[src/rtl/nla_pkg.sv]
// Shared types and constants for the nearest landmark association unit.
// Used by nla_sqdist, nearest_landmark_association_unit and the testbench files; depends on nothing.
package nla_pkg;

	localparam int MAX_LANDMARKS = 64;
	localparam int IDX_W = $clog2(MAX_LANDMARKS);
	localparam int CNT_W = $clog2(MAX_LANDMARKS + 1);
	localparam int ID_W = 16;
	localparam int COORD_BITS = 24;
	localparam int PROD_W = 2 * COORD_BITS;
	localparam int DIST_W = PROD_W + 1;

	typedef enum logic [1:0] {
		CMD_CLEAR = 2'd0,
		CMD_LOAD  = 2'd1,
		CMD_QUERY = 2'd2,
		CMD_NONE  = 2'd3
	} cmd_t;

	typedef enum logic [2:0] {
		S_IDLE,
		S_READ,
		S_MULX,
		S_MULY,
		S_ADD,
		S_CMP,
		S_DONE
	} state_t;

	// One stored landmark, identifier in the low bits.
	typedef struct packed {
		logic signed [COORD_BITS-1:0] y;
		logic signed [COORD_BITS-1:0] x;
		logic [ID_W-1:0]              id;
	} entry_t;

	// Control of the shared squared-distance unit.
	typedef struct packed {
		logic mul_en;
		logic sel_y;
		logic acc_load;
		logic acc_add;
	} sq_ctl_t;

endpackage

[src/rtl/nla_sqdist.sv]
// Shared squared-distance unit: one abs-difference and one squarer, used for x then y.
// Depends on nla_pkg.
module nla_sqdist (
	input  logic                                   clk,
	input  logic                                   arst_n,
	input  nla_pkg::sq_ctl_t                       ctl,
	input  logic signed [nla_pkg::COORD_BITS-1:0]  qry_x,
	input  logic signed [nla_pkg::COORD_BITS-1:0]  qry_y,
	input  logic signed [nla_pkg::COORD_BITS-1:0]  lm_x,
	input  logic signed [nla_pkg::COORD_BITS-1:0]  lm_y,
	output logic [nla_pkg::DIST_W-1:0]             sq_dist
);

	logic signed [nla_pkg::COORD_BITS:0] diff;
	logic [nla_pkg::COORD_BITS-1:0]      mag;
	logic [nla_pkg::PROD_W-1:0]          prod_q;
	logic [nla_pkg::DIST_W-1:0]          sum_q;

	// The difference of two coordinates always has a magnitude that fits COORD_BITS.
	always_comb begin
		if (ctl.sel_y) begin
			diff = {qry_y[nla_pkg::COORD_BITS-1], qry_y} - {lm_y[nla_pkg::COORD_BITS-1], lm_y};
		end else begin
			diff = {qry_x[nla_pkg::COORD_BITS-1], qry_x} - {lm_x[nla_pkg::COORD_BITS-1], lm_x};
		end
		if (diff[nla_pkg::COORD_BITS]) begin
			mag = nla_pkg::COORD_BITS'(-diff);
		end else begin
			mag = nla_pkg::COORD_BITS'(diff);
		end
	end

	always_ff @(posedge clk or negedge arst_n) begin
		if (!arst_n) begin
			prod_q <= '0;
			sum_q  <= '0;
		end else begin
			if (ctl.mul_en) begin
				prod_q <= nla_pkg::PROD_W'(mag) * nla_pkg::PROD_W'(mag);
			end
			if (ctl.acc_load) begin
				sum_q <= nla_pkg::DIST_W'(prod_q);
			end else if (ctl.acc_add) begin
				sum_q <= sum_q + nla_pkg::DIST_W'(prod_q);
			end
		end
	end

	assign sq_dist = sum_q;

endmodule

[config.mk]
export PLATFORM = sky130hd
export DESIGN_NAME = nla_sqdist
export DESIGN_NICKNAME = d
export VERILOG_FILES = /design/src/rtl/nla_pkg.sv /design/src/rtl/nla_sqdist.sv
export SDC_FILE = /design/constraint.sdc
export NUM_CORES = 2
export LEC_CHECK = 0
export ABC_CLOCK_PERIOD_IN_PS = 9850
export BUFFER_PORTS_ARGS = -buffer_cell sky130_fd_sc_hd__buf_4
export CAP_MARGIN = 30
export CORE_MARGIN = 2
export CORE_UTILIZATION = 70
export CTS_CLUSTER_DIAMETER = 100
export DETAILED_ROUTE_END_ITERATION = 10
export PLACE_DENSITY = 0.9
export SLEW_MARGIN = 20
export SYNTH_ARGS = -nofsm -noshare
export SYNTH_HDL_FRONTEND = slang
export SYNTH_SLANG_ARGS = --single-unit
[constraint.sdc]
create_clock -name clk -period 9.85 [get_ports clk]
set_clock_uncertainty 0.2 [all_clocks]
set_input_delay 1.97 -clock clk [delete_from_list [all_inputs] [get_ports clk]]
set_output_delay 1.97 -clock clk [all_outputs]
set_load 0.1 [all_outputs]
==> metrics.cfg, run 1 <==
[yosys]
synthCells=2918
yosysWarnings=0
synth.distinct_cells=95
synthArstFlopShare_pct=100.0
synth_edf_count=0
ys_seq_area_share_pct=9.343
synth-seq-cells=96
synth_area_um2=25710
synth_nets=3709
ys.flop_type=dfrtp_1
synth_area_per_cell_um2=8.812

[run_status]
status=stopped before the end
stop_stage=global routing (5_1_grt)
firstError=[ERROR GRT-0116] Global routing finished with congestion. Check the congestion regions in the DRC Viewer.

[clock_tree]
root_buffer=clkbuf_16
cts_sinks=96
cts_max_level=3
clk_path_buf_depth=2
cts-buffers-inserted=9

[die]
die_x_um=195.7
rows=70
start_util_pct=70.57
dieHeight_um=195.7
io_pins=151

[placement]
placed_area_um2=31500
gp_congestion=1.048
portBuffers=150
hpwl_mm=74.00

[global_routing]
grt_pass1_vias=38825
overflow=583
grt_max_degree=96
grt_pass1_wl_mm=258.5
grtUsageTotal_pct=89.02

[cells by family after synthesis]
logic type               Yosys count  share of synthesized area [%]
adder cells (fa/ha/maj)          689                          45.91
XOR/XNOR                         136                          5.027
AND/OR/NAND/NOR                  689                          12.35
buffers and inverters            700                          10.48
multiplexers                      79                          3.323
AO/OA/AOI/OAI                    529                          13.57
flip-flops                        96                          9.343
[per-stage QoR]
step / setup slack (ps) / hold slack (ps) / cells / utilization [%] / setup TNS [ps]
after global placement: -1742 / 296.8 / 3978 / 86.45 / -43400
after CTS: -1758 / 350.5 / 4092 / 91.85 / -46780
after floorplan: -1174 / 270.7 / 2918 / - / -21910
after detailed placement: -2300 / 330.7 / 3978 / 86.45 / -63760
[per-layer routing]
metal  overflow  GRT usage [%]
met3         13          79.71
met2        369          101.4
met4        183          91.30
met1         16          87.03
met5          2          50.06
[cell usage after synthesis (21+ instances only)]
master	count	area share [%]
ha_1	265	13
nor2_1	264	3.9
nor2b_1	22	0.54
a21o_1	86	2.5
nand4_1	21	0.51
inv_1	586	8.6
nand2_1	201	2.9
xnor2_1	80	2.7
buf_2	38	0.74
fa_1	424	33
dfrtp_1	96	9.3
nand3_1	29	0.56
xor2_1	44	1.5
nand2b_1	30	0.73
mux2i_1	41	1.6
clkbuf_1	50	0.73
a21oi_1	141	2.7
o21ai_0	101	2.0
nor3_1	29	0.56
mux2_2	35	1.5
[what timing repair did]
| action | in CTS |
|---|---|
| cloned | 1 |
| setup endpoints to repair | 38 |
| pin swaps | 134 |
| hold buffers | 0 |
| resized for setup | 231 |
| setup buffers | 105 |
==> run 2: changes to the inputs <==
- CORE_UTILIZATION: 70 -> 40
- CTS_CLUSTER_DIAMETER: 100 -> unset
- PLACE_DENSITY: 0.9 -> unset
- PLACE_DENSITY_LB_ADDON: unset -> 0.15
==> run 2 against run 1 <==
Net effect:
- the flow now finishes, with violations (setup timing)
- synthesized cell count unchanged
- synthesized area is the same
==> metrics.cfg, run 2 <==
[die]
io_pins=151  ; unchanged
start_util_pct=40.61  ; was 70.57%
rows=92  ; was 70
core_um2=63310
die_area_um2=66330
dieHeight_um=257.5  ; was 195.7 um
die_x_um=257.5  ; was 195.7 um

[cells_and_area]
final_cell_mix=750 x buf_4, 555 x inv_1, 401 x fa_1
drive_above_1_share_pct=34.53
diodes=0
final_common_cell=buf_4
largest_reg_flops=49
area_growth_pct=38.40
final_nets=4473

[sta]
min_period_ps=11300
final-hold-violation-count=0
worstMarginPinSlew_ps=905.2
fin_crit_sh_pct=114.8
rsz0062_at_grt=true
worst_slack_ps=-1453
final_max_slew_viol_count=0
max_slew_margin_pct=39.43
max_freq_ghz=0.08847
setup_viol=35
fin_hold_ws_ps=306.0

[placement]
hpwl_mm=63.50  ; was 74.00 mm
portBuffers=150  ; unchanged
gp_congestion=0.9207  ; was 1.048

[clock_tree]
root_buffer=clkbuf_16  ; unchanged
cts_tree=yes
clk_latency_ps=370
cts-buffers-inserted=9  ; unchanged
clk_path_buf_depth=2  ; unchanged
path_clk_slew_ps=80
cts_sinks=96  ; unchanged
cts_max_level=3  ; unchanged

[critical_path]
reg2reg_depth=13
max_stage_delay_ps=560
critPathCaptureType=flop
startpoint_type=input pin
r2r_end=sq_dist[47]
crit_path_max_fanout=3
crit_top_cell=buf_4
slowest_stage=fa_1
required_ps=9880
crit_type=in2reg
rr_startpoint=sq_dist[2]
r2r_slack_ps=5750
crit_arrival_ps=11330

[yosys]
synth_top_area_cell=fa_1  ; unchanged
yosysWarnings=0  ; unchanged
ys.flop_type=dfrtp_1  ; unchanged
synth-seq-cells=96  ; unchanged
synth_most_common_cell=inv_1  ; unchanged
synthCells=2918  ; unchanged
synthArstFlopShare_pct=100.0  ; unchanged
ys_seq_area_share_pct=9.343  ; unchanged
synth_edf_count=0  ; unchanged
synth_top_area_share_pct=33.01  ; unchanged
synth.distinct_cells=95  ; unchanged
synth_area_per_cell_um2=8.812  ; unchanged
synth_common_cells=586 x inv_1, 424 x fa_1, 265 x ha_1, 264 x nor2_1, 201 x nand2_1  ; unchanged
synth_area_um2=25710  ; unchanged
synth_nets=3709  ; unchanged
yosys-top-cells-area=fa_1 33%, ha_1 13%, dfrtp_1 9.3%, inv_1 8.6%, nor2_1 3.9%  ; unchanged

[run_status]
status=finished with violations  ; was stopped before the end
violations=setup timing

[drt]
post-route-drc-count=0
dr.pass1.iters=5
ant_nets=0
via_per_inst=4.977
drt_iter0_drc=1021
wl_per_cell_um=16.72
routed_wl_mm=75.78
num_vias=22562

[min_path]
hold_depth=2
worstHoldPathType=reg2reg
hp-start=prod_q[5]
hold_end=sq_dist[5]

[global_routing]
grtUsageTotal_pct=23.08
grt_pass1_vias=24624
grt_max_degree=96
overflow=0
grt_pass1_wl_mm=124.4
antenna_found_initial=0

[run]
maxCapViolations=0

run 2: cell counts after synthesis:
No cell type changed its count.
run 2: metrics by stage:
stage                     worst slack, ps  util [%]  TNS [ps]  cell area, um2  instances
final                               -1453     56.21    -32820           35590       4533
after global routing                -1733     56.21    -42260           35590       4533
after CTS                           -1441     54.12    -33090           34260       4485
after detailed placement            -2263     51.13    -61150           32370       4394
after global placement              -2132     51.13    -57760           32370       4394
after floorplan                     -1174         -    -21910           26230       2918
run 2: metal layers:
metal  GRT usage, %  share of wire (%)  wire, um
met1          30.58                 45     34300
met2          40.51                 49     37030
met3          2.120                3.8      2875
met4          5.989                2.1      1577
met5              0                  0         0
run 2: cell type report:
class                      count  area, um2
clock buffer                   9      225.2
clock inverter                 7      58.81
inverter                     604       2308
tap                          846       1059
timing repair buffer         848       6967
fill                        5652      27720
sequential                    96       2402
multi-input combinational   2123      22570
run 2: logic make-up after synthesis:
kind of cell               synth area share (%)
AOI/OAI and AO/OA                         13.57
xor gates and xnor gates                  5.027
adders and majority gates                 45.91
buffers and inverters                     10.48
DFF                                       9.343
muxes                                     3.323
and+or+nand+nor                           12.35
run 2: worst max path at each step:
stage	from	end	depth (start not counted)
floorplan	qry_y[0]	prod_q[45]	38
global placement	qry_y[0]	prod_q[35]	42
detailed placement	qry_y[0]	prod_q[45]	41
CTS	qry_y[0]	prod_q[40]	45
global route	qry_y[0]	prod_q[47]	45
finish	qry_y[0]	prod_q[39]	48
run 2: critical path: cells and delay by family:
family                   cells  cell delay (ps)
buffers and inverters       20             2120
adder cells (fa/ha/maj)     10             4090
XOR/XNOR                     3              500
multiplexers                 1              160
AND/OR/NAND/NOR              6             1260
AO/OA/AOI/OAI                8             1220
run 2: what timing repair did:
action,in CTS,in global routing
resized for setup,228,214
cloned,1,3
buffers inserted,83,57
hold buffers,0,0
endpoints found under the setup margin,37,37
pin swaps,149,137
Power of run 2 is left out: the tool's default activity adds up to more than one toggle a clock period on the data nets, which glitch-free logic cannot reach.
